`src/design/tlptw_pkg.sv`:
```
// Shared types and constants for the three-level page table walker.
package tlptw_pkg;

    // Fixed field widths of the request payloads
    localparam int ADDR_W  = 40;
    localparam int DATA_W  = 64;
    localparam int KIND_W  = 2;
    localparam int LEVEL_W = 2;

    // Input command codes
    localparam logic CMD_START = 1'b0;
    localparam logic CMD_DATA  = 1'b1;

    // Result kind codes
    localparam logic [KIND_W-1:0] KIND_READ   = 2'd0;
    localparam logic [KIND_W-1:0] KIND_DONE   = 2'd1;
    localparam logic [KIND_W-1:0] KIND_REJECT = 2'd2;

    // Fault level codes
    localparam logic [LEVEL_W-1:0] LVL_NONE = 2'd0;
    localparam logic [LEVEL_W-1:0] LVL_1    = 2'd1;
    localparam logic [LEVEL_W-1:0] LVL_2    = 2'd2;
    localparam logic [LEVEL_W-1:0] LVL_3    = 2'd3;

    // Entry valid pattern in the two low bits
    localparam logic [1:0] ENTRY_VALID = 2'b11;

    // Walk state, one-hot
    typedef enum logic [3:0] {
        S_IDLE = 4'b0001,
        S_L1   = 4'b0010,
        S_L2   = 4'b0100,
        S_L3   = 4'b1000
    } t_walk_state;

    // Incoming request
    typedef struct packed {
        logic              command;
        logic [DATA_W-1:0] virt_addr;
        logic [DATA_W-1:0] read_data;
    } t_in_req;

    // Outgoing request
    typedef struct packed {
        logic [KIND_W-1:0]  result_kind;
        logic [ADDR_W-1:0]  address;
        logic               fault;
        logic [LEVEL_W-1:0] fault_level;
        logic [ADDR_W-1:0]  entry_address;
        logic [DATA_W-1:0]  entry_value;
    } t_out_req;

endpackage

```
`src/design/tlptw_step.sv`:
```
// Next-state and result logic for one walker request.
module tlptw_step
    import tlptw_pkg::*;
#(
    parameter int PAGE_BITS   = 14,
    parameter int LEVEL1_BITS = 3,
    parameter int LEVEL2_BITS = 11,
    parameter int LEVEL3_BITS = 11,
    parameter int PHYS_BITS   = 40,
    parameter int VA_BITS     = PAGE_BITS + LEVEL1_BITS + LEVEL2_BITS + LEVEL3_BITS
) (
    input  t_walk_state          i_state,
    input  logic [ADDR_W-1:0]    i_base,
    input  logic [VA_BITS-1:0]   i_vaddr,
    input  logic [PHYS_BITS-1:0] i_ptr,
    input  t_in_req              i_req,
    output t_walk_state          o_state,
    output logic [VA_BITS-1:0]   o_vaddr,
    output logic [PHYS_BITS-1:0] o_ptr,
    output t_out_req             o_res
);

    logic [VA_BITS-1:0]     va_in;
    logic [LEVEL1_BITS-1:0] idx1;
    logic [LEVEL2_BITS-1:0] idx2;
    logic [LEVEL3_BITS-1:0] idx3;
    logic [PHYS_BITS-1:0]   frame;
    logic [PHYS_BITS-1:0]   ptr_l1;
    logic [PHYS_BITS-1:0]   ptr_l2;
    logic [PHYS_BITS-1:0]   ptr_l3;
    logic [PHYS_BITS-1:0]   phys;
    logic [LEVEL_W-1:0]     cur_level;
    logic [DATA_W-1:0]      entry;

    // Index fields: level 1 from the new address, levels 2 and 3 from the held one
    assign va_in = i_req.virt_addr[VA_BITS-1:0];
    assign idx1  = va_in[VA_BITS-1 -: LEVEL1_BITS];
    assign idx2  = i_vaddr[PAGE_BITS+LEVEL3_BITS +: LEVEL2_BITS];
    assign idx3  = i_vaddr[PAGE_BITS +: LEVEL3_BITS];
    assign entry = i_req.read_data;

    // Entry addresses: base plus eight times the index, wrapping at PHYS_BITS
    assign frame  = {entry[PHYS_BITS-1:PAGE_BITS], {PAGE_BITS{1'b0}}};
    assign ptr_l1 = PHYS_BITS'(i_base) + PHYS_BITS'({idx1, 3'b000});
    assign ptr_l2 = frame + PHYS_BITS'({idx2, 3'b000});
    assign ptr_l3 = frame + PHYS_BITS'({idx3, 3'b000});
    assign phys   = frame | PHYS_BITS'(i_vaddr[PAGE_BITS-1:0]);

    // Level of the entry in flight
    always_comb begin
        unique case (i_state)
            S_L1:    cur_level = LVL_1;
            S_L2:    cur_level = LVL_2;
            S_L3:    cur_level = LVL_3;
            default: cur_level = LVL_NONE;
        endcase
    end

    // Walk decision
    always_comb begin
        o_state           = i_state;
        o_vaddr           = i_vaddr;
        o_ptr             = i_ptr;
        o_res             = '0;
        o_res.result_kind = KIND_REJECT;
        if (i_req.command == CMD_START) begin
            if (i_state == S_IDLE) begin
                o_state             = S_L1;
                o_vaddr             = va_in;
                o_ptr               = ptr_l1;
                o_res.result_kind   = KIND_READ;
                o_res.address       = ADDR_W'(ptr_l1);
                o_res.entry_address = ADDR_W'(ptr_l1);
            end
        end else if (i_state != S_IDLE) begin
            o_res.entry_address = ADDR_W'(i_ptr);
            o_res.entry_value   = entry;
            if (entry[1:0] != ENTRY_VALID) begin
                // invalid entry ends the walk with a fault
                o_state           = S_IDLE;
                o_res.result_kind = KIND_DONE;
                o_res.fault       = 1'b1;
                o_res.fault_level = cur_level;
            end else begin
                unique case (i_state)
                    S_L1: begin
                        o_state             = S_L2;
                        o_ptr               = ptr_l2;
                        o_res.result_kind   = KIND_READ;
                        o_res.address       = ADDR_W'(ptr_l2);
                        o_res.entry_address = ADDR_W'(ptr_l2);
                    end
                    S_L2: begin
                        o_state             = S_L3;
                        o_ptr               = ptr_l3;
                        o_res.result_kind   = KIND_READ;
                        o_res.address       = ADDR_W'(ptr_l3);
                        o_res.entry_address = ADDR_W'(ptr_l3);
                    end
                    default: begin
                        // valid level-3 entry: translation done
                        o_state           = S_IDLE;
                        o_res.result_kind = KIND_DONE;
                        o_res.address     = ADDR_W'(phys);
                    end
                endcase
            end
        end
    end

endmodule

```
`src/design/three_level_page_table_walker.sv`:
```
// Three-level page table walker top level: request registers and walk state.
// Walks a three-level translation table. A start request issues the level-1
// entry read; each returned entry either faults, issues the next level's read,
// or (at level 3) finishes with the physical address. Every request in gives
// exactly one request out. One request is taken per clock when the output is
// not stalled; a request passes the input register, then the result register,
// and the walk state is loaded with the result register, which sets the
// one-per-cycle rate. Write table_base only while the walker is idle.
module three_level_page_table_walker
    import tlptw_pkg::*;
#(
    parameter int PAGE_BITS   = 14,
    parameter int LEVEL1_BITS = 3,
    parameter int LEVEL2_BITS = 11,
    parameter int LEVEL3_BITS = 11,
    parameter int PHYS_BITS   = 40
) (
    input  logic              i_clk,
    input  logic              i_rst_n,
    input  logic              i_cfg_we,
    input  logic [ADDR_W-1:0] i_cfg_data,
    input  logic              i_in_valid,
    output logic              o_in_stall,
    input  t_in_req           i_in,
    output logic              o_out_valid,
    input  logic              i_out_stall,
    output t_out_req          o_out
);

    localparam int VA_BITS = PAGE_BITS + LEVEL1_BITS + LEVEL2_BITS + LEVEL3_BITS;

    logic [ADDR_W-1:0]    r_base;
    logic                 r_in_valid;
    t_in_req              r_in;
    logic                 r_out_valid;
    t_out_req             r_out;
    t_walk_state          r_state;
    logic [VA_BITS-1:0]   r_vaddr;
    logic [PHYS_BITS-1:0] r_ptr;

    t_walk_state          n_state;
    logic [VA_BITS-1:0]   n_vaddr;
    logic [PHYS_BITS-1:0] n_ptr;
    t_out_req             n_out;

    logic advance;
    logic fire;

    // Handshake: the result register frees when empty or taken
    assign advance     = !r_out_valid || !i_out_stall;
    assign fire        = r_in_valid && advance;
    assign o_in_stall  = r_in_valid && !advance;
    assign o_out_valid = r_out_valid;
    assign o_out       = r_out;

    // Table base register
    always_ff @(posedge i_clk) begin
        if (!i_rst_n) begin
            r_base <= '0;
        end else if (i_cfg_we) begin
            r_base <= i_cfg_data;
        end
    end

    // Input register
    always_ff @(posedge i_clk) begin
        if (!i_rst_n) begin
            r_in_valid <= 1'b0;
        end else if (!o_in_stall) begin
            r_in_valid <= i_in_valid;
        end
    end

    always_ff @(posedge i_clk) begin
        if (!o_in_stall && i_in_valid) begin
            r_in <= i_in;
        end
    end

    // Walk logic
    tlptw_step #(
        .PAGE_BITS   (PAGE_BITS),
        .LEVEL1_BITS (LEVEL1_BITS),
        .LEVEL2_BITS (LEVEL2_BITS),
        .LEVEL3_BITS (LEVEL3_BITS),
        .PHYS_BITS   (PHYS_BITS),
        .VA_BITS     (VA_BITS)
    ) u_step (
        .i_state (r_state),
        .i_base  (r_base),
        .i_vaddr (r_vaddr),
        .i_ptr   (r_ptr),
        .i_req   (r_in),
        .o_state (n_state),
        .o_vaddr (n_vaddr),
        .o_ptr   (n_ptr),
        .o_res   (n_out)
    );

    // Walk state
    always_ff @(posedge i_clk) begin
        if (!i_rst_n) begin
            r_state <= S_IDLE;
            r_vaddr <= '0;
            r_ptr   <= '0;
        end else if (fire) begin
            r_state <= n_state;
            r_vaddr <= n_vaddr;
            r_ptr   <= n_ptr;
        end
    end

    // Result register
    always_ff @(posedge i_clk) begin
        if (!i_rst_n) begin
            r_out_valid <= 1'b0;
        end else if (advance) begin
            r_out_valid <= r_in_valid;
        end
    end

    always_ff @(posedge i_clk) begin
        if (fire) begin
            r_out <= n_out;
        end
    end

`ifndef NO_ASSERTIONS
    // An accepted start from idle always moves to level 1
    a_start_l1: assert property (@(posedge i_clk) disable iff (!i_rst_n)
        (fire && r_state == S_IDLE && r_in.command == CMD_START) |=> r_state == S_L1)
        else $error("start from idle did not enter level 1");

    // Any data request at level 3 ends the walk
    a_l3_ends: assert property (@(posedge i_clk) disable iff (!i_rst_n)
        (fire && r_state == S_L3 && r_in.command == CMD_DATA) |=> r_state == S_IDLE)
        else $error("walk did not end after level-3 entry");

    // A rejected request leaves the walk state untouched
    a_reject_hold: assert property (@(posedge i_clk) disable iff (!i_rst_n)
        (fire && n_out.result_kind == KIND_REJECT) |=> $stable(r_state) && $stable(r_ptr))
        else $error("rejected request changed walk state");

    // A faulted result carries a nonzero level and no address
    a_fault_level: assert property (@(posedge i_clk) disable iff (!i_rst_n)
        (r_out_valid && r_out.fault) |->
            (r_out.fault_level != LVL_NONE && r_out.address == '0 &&
             r_out.result_kind == KIND_DONE))
        else $error("faulted result malformed");

    // A pending input request is not dropped while waiting
    a_in_hold: assert property (@(posedge i_clk) disable iff (!i_rst_n)
        (r_in_valid && !fire) |=> r_in_valid && $stable(r_in))
        else $error("pending input request lost");
`endif

endmodule
```
`config.mk`:
```
export PLATFORM = sky130hd
export DESIGN_NAME = three_level_page_table_walker
export DESIGN_NICKNAME = d
export VERILOG_FILES = /design/src/design/tlptw_pkg.sv /design/src/design/tlptw_step.sv /design/src/design/three_level_page_table_walker.sv
export SDC_FILE = /design/constraint.sdc
export NUM_CORES = 1
export LEC_CHECK = 0
export BUFFER_PORTS_ARGS = -buffer_cell sky130_fd_sc_hd__buf_2
export CAP_MARGIN = 10
export CORE_MARGIN = 3
export CORE_UTILIZATION = 25
export CTS_CLUSTER_SIZE = 25
export DETAILED_ROUTE_END_ITERATION = 10
export SYNTH_ARGS = -nofsm -noshare
export SYNTH_HDL_FRONTEND = slang
export SYNTH_SLANG_ARGS = --single-unit
```
`constraint.sdc`:
```
create_clock -name i_clk -period 8.6 [get_ports i_clk]
set_clock_uncertainty 0.15 [all_clocks]
set_input_delay 1.29 -clock i_clk [delete_from_list [all_inputs] [get_ports i_clk]]
set_output_delay 1.29 -clock i_clk [all_outputs]
set_load 0.01 [all_outputs]
```
# After elaboration in Yosys (flattened, before gate mapping)
# Index checks and enable logic that the tools add are counted.
[totals]
reg_bits = 375
[op_classes]
n_reduce_logical = 13
eq_ne = 7
bitwise = 2
muxes = 20
n_addsub = 3
[op_table]
columns = ["op", "n"]
rows = [
  ["$mux W40", 7],
  ["$mux W149", 1],
  ["$mux W42", 2],
  ["$pmux W41 S2", 1],
  ["$add A40 B14 Y40", 2],
  ["$pmux W40 S2", 1],
  ["$add A40 B6 Y40", 1],
  ["$or A40 B14 Y40", 1],
  ["$mux W4", 4],
  ["$reduce_and A3 Y1", 3],
  ["$pmux W4 S2", 1],
  ["$pmux W2 S3", 1],
  ["$eq A4 B1 Y1 const B", 1],
  ["$eq A4 B2 Y1 const B", 1],
  ["$eq A4 B3 Y1 const B", 1],
  ["$eq A4 B4 Y1 const B", 1],
  ["$logic_not A1 Y1", 4],
  ["$ne A4 B1 Y1 const B", 1],
  ["$logic_and A1 B1 Y1", 3],
  ["$mux W3", 1],
  ["$mux W2", 1],
  ["$ne A2 B1 Y1 const B", 1],
  ["$ne A2 B2 Y1 const B", 1],
  ["$reduce_and A2 Y1", 1],
  ["other kinds (3)", 3],
]

# Longest topological paths before layout
# Gate-level depths: netlist of the first run.
[logic_depth]
depth_word = 6
mapped_depth = 10
ltp_nobuf = 8

# By module
# A second synthesis of the first run with hierarchy kept.
[unflattened]
cells_unflattened = 1431
hier_area_um2 = 17156.5
[by_module_without_submodules]
columns = ["module", "cells_each", "area_per_inst_um2", "instances"]
rows = [
  ["three_level_page_table_walker", 775, 13260.2, 1],
  ["tlptw_step", 656, 3896.2, 1],
]

# Least setup slack after synthesis of the first run
# OpenSTA, ideal clock, no wires.
[synth_path]
path_kind = "input to register"
startpoint = "input port i_out_stall"
endpoint = "register r_in[0] (netlist name) (enable)"
slack_ns = 1.746
stages = 2
setup_time_ns = 0.579
t_required_ns = 7.871
n_path_buf = 0
t_arrival_ns = 6.125
cell_sequence = "and3_1 nor2b_1"
[synth_via]
elab_chain_cells = 6
[synth_lines]
columns = ["element", "line_no", "text"]
rows = [
  ["start: declaration", "three_level_page_table_walker.sv:26", "input logic i_out_stall,"],
  ["$logic_not A1 Y1", "three_level_page_table_walker.sv:50", "assign advance = !r_out_valid || !i_out_stall;"],
  ["$logic_or A1 B1 Y1", "three_level_page_table_walker.sv:50", ""],
  ["$logic_not A1 Y1", "three_level_page_table_walker.sv:52", "assign o_in_stall = r_in_valid && !advance;"],
  ["$logic_and A1 B1 Y1", "three_level_page_table_walker.sv:52", ""],
  ["$logic_not A1 Y1", "three_level_page_table_walker.sv:75", "if (!o_in_stall && i_in_valid) begin"],
  ["$logic_and A1 B1 Y1", "three_level_page_table_walker.sv:75", ""],
  ["end signal: assignment", "three_level_page_table_walker.sv:76", "r_in <= i_in;"],
  ["end: declaration", "three_level_page_table_walker.sv:34", "t_in_req r_in;"],
]
# Every way passes these cells.
# A chain may end at the register's enable or synchronous reset.

# Worst setup path in the final report of the first run
[layout_path]
startpoint = "register r_state[3]"
endpoint = "register r_ptr[13]"
[layout_via]
elab_chain_cells = 5
word_cells_on_any_way = 11
classes_between = "5 x eq/ne; 4 x mux; 2 x reduce/logical"
[layout_lines]
columns = ["element", "line_no", "text"]
rows = [
  ["start: declaration", "three_level_page_table_walker.sv:37", "t_walk_state r_state;"],
  ["start signal: assignment", "three_level_page_table_walker.sv:107", "r_state <= n_state;"],
  ["$eq A4 B3 Y1 / $eq A4 B2 Y1 (equally long branches)", "tlptw_step.sv:85", "unique case (i_state)"],
  ["$pmux W40 S2", "tlptw_step.sv:85", ""],
  ["$mux W40", "n/a", ""],
  ["$mux W40", "tlptw_step.sv:75", "end else if (i_state != S_IDLE) begin"],
  ["$mux W40", "tlptw_step.sv:66", "if (i_req.command == CMD_START) begin"],
  ["end signal: assignment", "three_level_page_table_walker.sv:109", "r_ptr <= n_ptr;"],
  ["end: declaration", "three_level_page_table_walker.sv:39", "logic [PHYS_BITS-1:0] r_ptr;"],
]
# Parallel ways exist; a longest one is shown, timed or not. The select of a mux whose other input is x is not followed.

==> results.cfg, run 1 <==
[synth]
synth-xor-area-share_pct = 1.33
async_flop_share_pct = 0
synth_fa_ha_area_share_pct = 0.462
yosysWarnings = 0
synth.distinct_cells = 60
syn-cell-area_um2 = 15200
synth_area_leader_cell = edfxtp_1
netlist_top_cells_area = edfxtp_1 50%, dfxtp_1 16%, mux2i_1 4.6%
synth_edf_count = 253
synthMuxAreaShare_pct = 5.51
avgSynthCellArea_um2 = 12.2
synth_compound_area_share_pct = 10.8
synthSimpleGateAreaFrac_pct = 13.3
synth_top_family_by_area = simple AND/OR/NAND/NOR gates
synth_cells = 1244
synth_fp_nets = 1423
ys_ff_latch = 375
synth_flop_cell = edfxtp_1
yosysSeqAreaShare_pct = 66.2
yosysTopAreaCellShare_pct = 50.1

[min_path]
hp-class = reg -> reg

[clock_network]
htreeDepth = 2
post_cts_resized = 0
clk_pin_slew_ns = 0.06
clk_path_buf_depth = 3
clkSinkCount = 375
hold_buffers = 0
tritoncts = yes
numCtsBuffers = 45
cts-root-buf = clkbuf_16
post_cts.repair.setup_buffers = 0
insertion_delay_ns = 0.57

[sta]
drv_slew = 0
finalSetupViolCount = 0
hold_violations = 0
fmax_ghz = 0.226
relSlewSlack_pct = 23.6
setup_tns_ns = 0
rsz0062_at_grt = false
min_period_ns = 4.42
tightest_slew_ns = 1.15
holdWs_ns = 0.304
post-route-period-util_pct = 51.4

[global_routing]
grt_pass1_wl_um = 67800
grt_max_degree = 79
grt_pass1_vias = 10500
grt_overflow = 0
grt_usage_pct = 14.2
antenna_found_initial = 7

[place]
dp_hpwl_um = 32500
post_dp_cell_area_um2 = 17500
place.gp.congestion = 0.796
io_buffers = 299

[die]
chipHeight_um = 252
io_pins = 325
dieArea_um2 = 63700
row_count = 89
coreArea_um2 = 59600
start_util_pct = 25.5
fp.dieW_um = 252

[pwr]
p_comb_share_pct = 6.8
p_switching_uw = 995
swShare_pct = 23.5
seq_power_share_pct = 48.9
ir_drop_mv = 0.120
power_density_nw_per_um2 = 223
finalPower_mw = 4.24
power_leakage_nw = 7.01
p_clk_share_pct = 44.3
power.internal_mw = 3.25

[drt]
finalWirelength_um = 46400
first_pass_iters = 5
wl_per_cell_um = 19.8
drc = 0
drtIter0Drc = 727
ant_nets = 0
vias = 10900
viasPerCell = 4.66

[final_layout]
final_area_um2 = 19000
seq_area_um2 = 10000
multi_input_area_um2 = 4820
fillers = 5976
fin_nets = 1708
drive_above_1_share_pct = 27.5
areaGrowthSynthToFinish_pct = 25.2

[critical_path]
cp.buffers_inverters = 1
critical_path_class = reg -> reg
crit_chain = nor4b_4 -> inv_2 -> ha_2 -> nor2_4 -> nand2_1 -> a222oi_1 -> nor2_1
critPathTopFamily = simple AND/OR/NAND/NOR gates
cp_data_arrival_time_ns = 4.69
slowest_stage = nand2_1
slowest_delay_ns = 0.97
critPathMaxFanout = 43
endpoint_kind = flop
crit_path_start_kind = flop
required_ns = 8.88

[run_status]
status = completed

[flow_run]
cap_violations = 0
[layer usage]
metal / vias up / GRT usage (%) / wire (µm)
li1: 5170 / - / -
met1: 5313 / 18.7 / 20400
met2: 365 / 23.2 / 21900
met3: 65 / 3.33 / 3070
met4: 4 / 4.09 / 973
met5: - / 0 / 26
[per-stage QoR]
stage | utilization (%) | instances | setup slack [ns]
global route | 31.9 | 2338 | 3.92
global placement | 29.4 | 2255 | 4.22
floorplan | - | 1244 | 1.75
detailed placement | 29.4 | 2255 | 4.17
finish | 31.9 | 2341 | 4.18
CTS | 31.9 | 2338 | 4.18
[worst paths after layout]
kind / start / end / slack (ns) / cells after the start
max reg2reg: r_state[3]$_SDFFE_PN0P_ / r_ptr[13]$_SDFFE_PN0P_ / 4.18 / 7
max: r_state[3]$_SDFFE_PN0P_ / r_ptr[13]$_SDFFE_PN0P_ / 4.18 / 7
min reg2reg: r_vaddr[5]$_SDFFE_PN0P_ / r_vaddr[5]$_SDFFE_PN0P_ / 0.30 / 2
min: r_vaddr[5]$_SDFFE_PN0P_ / r_vaddr[5]$_SDFFE_PN0P_ / 0.30 / 2
[sequential cells by signal, indices dropped and copies added (netlist names)]
signal       cells
r_ptr           40
r_state          4
r_vaddr         36
o_out_valid      1
r_base          40
o_out          149
r_in           104
r_in_valid       1
[placed cells by master, fill, tap and decap left out, drive strengths merged, types with 6 or more instances in the layout]
cell type	instances
clkinv	14
nor3	16
o221a	8
a21oi	88
nand3	17
o21a	6
o31ai	8
xor2	12
and2	69
o211ai	7
inv	11
a22o	12
a22oi	20
nand2	133
nand4	23
and3	8
o21ai	57
nor2	92
nor2b	9
edfxtp	253
mux2	12
a21o	9
or4	9
clkbuf	62
o22ai	20
nor4	7
a31oi	6
xnor2	11
dfxtp	122
and4	6
mux2i	70
buf	320
[power groups by stage]
| stage | Clock (mW) | Combinational (mW) | Sequential (mW) |
|---|---|---|---|
| after floorplan | 0 | 0.145 | 2.12 |
| after global placement | 0 | 0.288 | 2.11 |
| after detailed placement | 0 | 0.295 | 2.11 |
| after CTS | 1.94 | 0.296 | 2.07 |
| after global routing | 2.01 | 0.320 | 2.08 |
| final | 1.88 | 0.290 | 2.07 |
[logic make-up after synthesis]
group	Yosys count
simple gates	405
flops	375
compound gates	260
buf+inv	94
mux	82
xor+xnor	23
fa+ha+maj	5
[worst register-to-register path, stage by stage, from the launching register on]
cell	delay (ns)
dfxtp_1	0.59
nor4b_4	0.11
inv_2	0.48
ha_2	0.50
nor2_4	0.87
nand2_1	0.97
a222oi_1	0.53
nor2_1	0.07
[area by class of cell]
class | count | area share, %
sequential | 375 | 52.9
clock inverter | 21 | 1.23
timing repair buffer | 320 | 8.71
clock buffer | 62 | 6.43
multi-input combinational | 775 | 25.4
antenna | 3 | 0.0395
tap | 773 | 5.09
inverter | 12 | 0.270
[synthesized netlist by cell type (6+ instances only)]
| library cell | count |
|---|---|
| edfxtp_1 | 253 |
| nand2_1 | 133 |
| dfxtp_1 | 122 |
| nor2_1 | 90 |
| a21oi_1 | 88 |
| mux2i_1 | 70 |
| and2_1 | 69 |
| clkbuf_1 | 60 |
| o21ai_0 | 57 |
| nand4_1 | 21 |
| a22oi_1 | 20 |
| o22ai_1 | 20 |
| nand3_1 | 17 |
| nor3_1 | 15 |
| buf_2 | 14 |
| a22o_1 | 12 |
| mux2_2 | 12 |
| xor2_1 | 12 |
| xnor2_1 | 11 |
| a21o_1 | 9 |
| inv_1 | 9 |
| nor2b_1 | 9 |
| and3_1 | 8 |
| buf_1 | 8 |
| o221a_2 | 8 |
| o31ai_1 | 8 |
| or4_1 | 8 |
| nor4_1 | 7 |
| o211ai_1 | 7 |
| a31oi_1 | 6 |
| and4_1 | 6 |
| o21a_1 | 6 |
Note: power is estimated with default switching activity, not from simulation.
==> run 2, diff against run 1 <==
==> constraint.sdc (replaced) <==
create_clock -name i_clk -period 3.55 [get_ports i_clk]
set_clock_uncertainty 0.15 [all_clocks]
set_input_delay 0.5325 -clock i_clk [delete_from_list [all_inputs] [get_ports i_clk]]
set_output_delay 0.5325 -clock i_clk [all_outputs]
set_load 0.01 [all_outputs]
==> run 2 against run 1 <==
Effect of this change: die area did not move; register-to-register slack got worse by 3.6 ns; sequential share of layout area decreased by 3.1 points; via count grew 5.1%; cell area up 6.3%; routed wire length increased by 1.5%; highest routed layer is now met4; setup slack worse by 3.6 ns; power rose by 140%; critical path type unchanged; maximum frequency increased by 46%.
==> results.cfg, run 2 (synthesis results as in run 1) <==
[sta]
drv_slew = 0
hold_violations = 0
relSlewSlack_pct = 31.2
fmax_ghz = 0.332
tightest_slew_ns = 1.03
finalSetupViolCount = 0
min_period_ns = 3.02
rsz0062_at_grt = false
post-route-period-util_pct = 84.9
setup_tns_ns = 0
holdWs_ns = 0.0477

[clock_network]
post_cts_resized = 0
numCtsBuffers = 44
clk_path_buf_depth = 3
clk_pin_slew_ns = 0.06
tritoncts = yes
htreeDepth = 2
insertion_delay_ns = 0.58
clkSinkCount = 375
cts-root-buf = clkbuf_16

[die]
dieArea_um2 = 63700
row_count = 89
start_util_pct = 25.5
io_pins = 325
chipHeight_um = 252
coreArea_um2 = 59600
fp.dieW_um = 252

[critical_path]
critical_path_class = reg -> reg
crit_path_start_kind = flop
critPathMaxFanout = 10
slowest_stage = o211ai_1
slowest_delay_ns = 0.84
endpoint_kind = flop
cp_data_arrival_time_ns = 3.15
crit_chain = ha_1 -> and3_1 -> o211ai_1 -> nor3_1 -> o21ai_0 -> mux2i_1
required_ns = 3.69

[pwr]
power_density_nw_per_um2 = 509
ir_drop_mv = 0.320
power_leakage_nw = 7.53
finalPower_mw = 10.3

[drt]
ant_nets = 0
drtIter0Drc = 761
wl_per_cell_um = 19.1
viasPerCell = 4.67
drc = 0
vias = 11500
finalWirelength_um = 47100
first_pass_iters = 6

[global_routing]
grt_pass1_wl_um = 68600
antenna_found_initial = 3
grt_usage_pct = 14.3
grt_max_degree = 128
grt_overflow = 0
grt_pass1_vias = 11000

[run_status]
status = completed

[final_layout]
final_area_um2 = 20200
fillers = 5822
areaGrowthSynthToFinish_pct = 33.1
drive_above_1_share_pct = 26.5
final_common_cell = buf_2
largest_reg_flops = 149
fin_nets = 1829
mostFrequentLayoutCells = 299 x buf_2, 253 x edfxtp_1, 133 x nand2_1

[place]
post_dp_cell_area_um2 = 17700
io_buffers = 299
place.gp.congestion = 0.790
dp_hpwl_um = 33000

[flow_run]
cap_violations = 0

[min_path]
hp-class = in -> reg
[run 2: worst max-delay path, delay by kind of cell (launching register included)]
family,cells,cell delay [ns]
muxes,1,0.15
and+or+nand+nor,2,0.35
adders and majority gates,1,0.36
AOI/OAI and AO/OA,2,1.34
DFF,1,0.38
[run 2: worst paths after layout]
check	startpoint	to	slack [ns]	cells after the start
max	r_in[102]$_DFFE_PP_	o_out[80]$_DFFE_PP_	0.53	6
min	i_cfg_data[24]	r_base[24]$_SDFFE_PN0P_	0.05	3
max reg2reg	r_in[102]$_DFFE_PP_	o_out[80]$_DFFE_PP_	0.53	6
min reg2reg	r_vaddr[30]$_SDFFE_PN0P_	r_vaddr[30]$_SDFFE_PN0P_	0.31	2
[run 2: timing repair]
item	in CTS	in global routing
hold endpoints to repair	104	0
hold buffers	104	0
setup buffers	0	0
[run 2: per-stage QoR]
| step | utilization [%] | std cells | worst slack, ns |
|---|---|---|---|
| 2_1_floorplan | - | 1244 | -0.437 |
| 3_3_place_gp | 29.8 | 2273 | 0.649 |
| 3_5_place_dp | 29.8 | 2273 | 0.571 |
| 4_1_cts | 33.9 | 2458 | 0.584 |
| 5_1_grt | 33.9 | 2459 | 0.448 |
| 6_report | 33.9 | 2460 | 0.535 |
[run 2: layout make-up]
type | count | area [µm²] | share of cell area (%)
Antenna cell | 2 | 5.00 | 0.0248
Sequential cell | 375 | 10000 | 49.7
Timing Repair Buffer | 442 | 2880 | 14.3
Multi-Input combinational cell | 775 | 4830 | 23.9
Inverter | 12 | 50.0 | 0.248
Tap cell | 773 | 967 | 4.79
Clock inverter | 21 | 173 | 0.855
Clock buffer | 60 | 1240 | 6.17
[run 2: report_power, final]
group | internal, mW | switching [mW]
logic | 0.344 | 0.476
registers | 4.90 | 0.128
clock network | 2.61 | 1.82
[run 2: layer usage]
| metal | part of all wire (%) | GRT usage (%) | up-vias |
|---|---|---|---|
| met1 | 44 | 19.0 | 5582 |
| li1 | - | - | 5401 |
| met4 | 2.6 | 4.66 | 0 |
| met2 | 47 | 23.6 | 418 |
| met3 | 5.8 | 2.42 | 75 |
| met5 | 0 | 0 | - |
==> run 3, diff against run 2 <==
==> constraint.sdc (replaced) <==
create_clock -name i_clk -period 3.12 [get_ports i_clk]
set_clock_uncertainty 0.15 [all_clocks]
set_input_delay 0.468 -clock i_clk [delete_from_list [all_inputs] [get_ports i_clk]]
set_output_delay 0.468 -clock i_clk [all_outputs]
set_load 0.01 [all_outputs]
==> run 3 against run 2 <==
Effect of this change: sequential share of layout area fell by 1.0 points; critical endpoint is now o_out[103]$_DFFE_PP_; largest power group unchanged; non-clock buffer count up 31; critical path depth is 3 higher.
==> results.cfg, run 3 (synthesis results as in run 1) <==
[run_status]
status = completed

[clock_network]
clk_path_buf_depth = 3
post_cts_resized = 0
hold_buffers = 133
numCtsBuffers = 44
clkSinkCount = 375
insertion_delay_ns = 0.58
cts-root-buf = clkbuf_16
htreeDepth = 2
clk_pin_slew_ns = 0.06
tritoncts = yes
post_cts.repair.setup_buffers = 0

[critical_path]
required_ns = 3.28
critPathMaxFanout = 8
crit_path_start_kind = flop
endpoint_kind = flop
critical_path_class = reg -> reg
cp_data_arrival_time_ns = 3.03

[final_layout]
final_common_cell = buf_2
mostFrequentLayoutCells = 299 x buf_2, 253 x edfxtp_1, 133 x nand2_1, 133 x dlygate4sd3_1, 122 x dfxtp_1
fillers = 5842
largest_reg_flops = 149
areaGrowthSynthToFinish_pct = 35.9
final_core_util_pct = 34.6
fin_nets = 1860
drive_above_1_share_pct = 26.3

[drt]
drc = 0
drtIter0Drc = 700
ant_nets = 0
vias = 11600
viasPerCell = 4.66
finalWirelength_um = 48300
wl_per_cell_um = 19.4
first_pass_iters = 4

[place]
place.gp.congestion = 0.825
dp_hpwl_um = 33200
io_buffers = 299

[sta]
setup_tns_ns = 0
post-route-period-util_pct = 92.0
rsz0062_at_grt = false
hold_violations = 0
holdWs_ns = 0.0386
min_period_ns = 2.87
tightest_slew_ns = 1.01
finalSetupViolCount = 0
drv_slew = 0
fmax_ghz = 0.348
relSlewSlack_pct = 32.1

[pwr]
p_comb_share_pct = 8.2
swShare_pct = 23.5
power_density_nw_per_um2 = 579
finalPower_mw = 11.9
p_clk_share_pct = 43.9
p_switching_mw = 2.81
seq_power_share_pct = 47.9
power.internal_mw = 9.13
power_leakage_nw = 7.70
ir_drop_mv = 0.358

[die]
io_pins = 325
fp.dieW_um = 252
chipHeight_um = 252
start_util_pct = 25.5
dieArea_um2 = 63700
row_count = 89
coreArea_um2 = 59600

[flow_run]
cap_violations = 0

[global_routing]
grt_max_degree = 150
grt_pass1_vias = 11500
antenna_found_initial = 2
grt_overflow = 0
grt_usage_pct = 14.8
grt_pass1_wl_um = 70800

[min_path]
hp-class = in -> reg
-- run 3: cell types whose count changed in the layout (fill, tap and decap cells not counted), moves of 4 or more --
| cell | delta |
|---|---|
| buf_12 | +4 |
| clkbuf_1 | +4 |
| clkinv_1 | -4 |
| dlygate4sd3_1 | +29 |
-- run 3: cell type report --
cell class | instances | area (µm²) | share of cell area [%]
Multi-Input combinational cell | 775 | 4850 | 23.5
Inverter | 12 | 50.0 | 0.243
Tap cell | 773 | 967 | 4.69
Clock buffer | 64 | 1250 | 6.05
Sequential cell | 375 | 10000 | 48.7
Timing Repair Buffer | 473 | 3240 | 15.7
Clock inverter | 18 | 234 | 1.13
Antenna cell | 1 | 2.50 | 0.0121
-- run 3: worst paths after layout --
path	from	end	slack [ns]	cells past startpoint
worst min-delay path	i_cfg_data[36]	r_base[36]$_SDFFE_PN0P_	0.04	3
worst max-delay path	r_base[3]$_SDFFE_PN0P_	o_out[103]$_DFFE_PP_	0.25	9
worst max register to register	r_base[3]$_SDFFE_PN0P_	o_out[103]$_DFFE_PP_	0.25	9
worst min register to register	r_vaddr[32]$_SDFFE_PN0P_	r_vaddr[32]$_SDFFE_PN0P_	0.30	2
-- run 3: power by group through the flow --
stage / sequential, mW / clock, mW / combinational (mW)
after global placement: 5.81 / 0 / 0.838
after floorplan: 5.82 / 0 / 0.407
after global routing: 5.74 / 5.61 / 1.07
after detailed placement: 5.82 / 0 / 0.854
after CTS: 5.72 / 5.41 / 0.991
final: 5.72 / 5.24 / 0.980
-- run 3: worst max-delay path, cell delays in order (launching register included) --
cell and delay (ns):
dfxtp_1 0.34, ha_1 0.18, inv_1 0.06, fa_1 0.39, nor2b_1 0.17, buf_4 0.20, o211ai_1 0.15, or4_4 0.56
mux2i_1 0.27, o21ai_0 0.14
-- run 3: per-stage QoR --
stage	worst slack, ns	std cells	area, µm²
3_5_place_dp	0.267	2274	17800
3_3_place_gp	0.303	2274	17800
2_1_floorplan	-0.802	1244	15200
4_1_cts	0.289	2489	20600
6_report	0.249	2491	20600
5_1_grt	0.122	2490	20600
-- run 3: per-layer routing --
metal | part of all wire (%) | routed length, µm | global-route usage (%) | vias to the layer above
met1 | 44 | 21100 | 19.4 | 5703
met5 | 0.027 | 13 | 0 | -
met4 | 2.7 | 1310 | 4.96 | 2
li1 | - | - | - | 5471
met2 | 48 | 23100 | 24.6 | 359
met3 | 5.6 | 2710 | 2.70 | 72
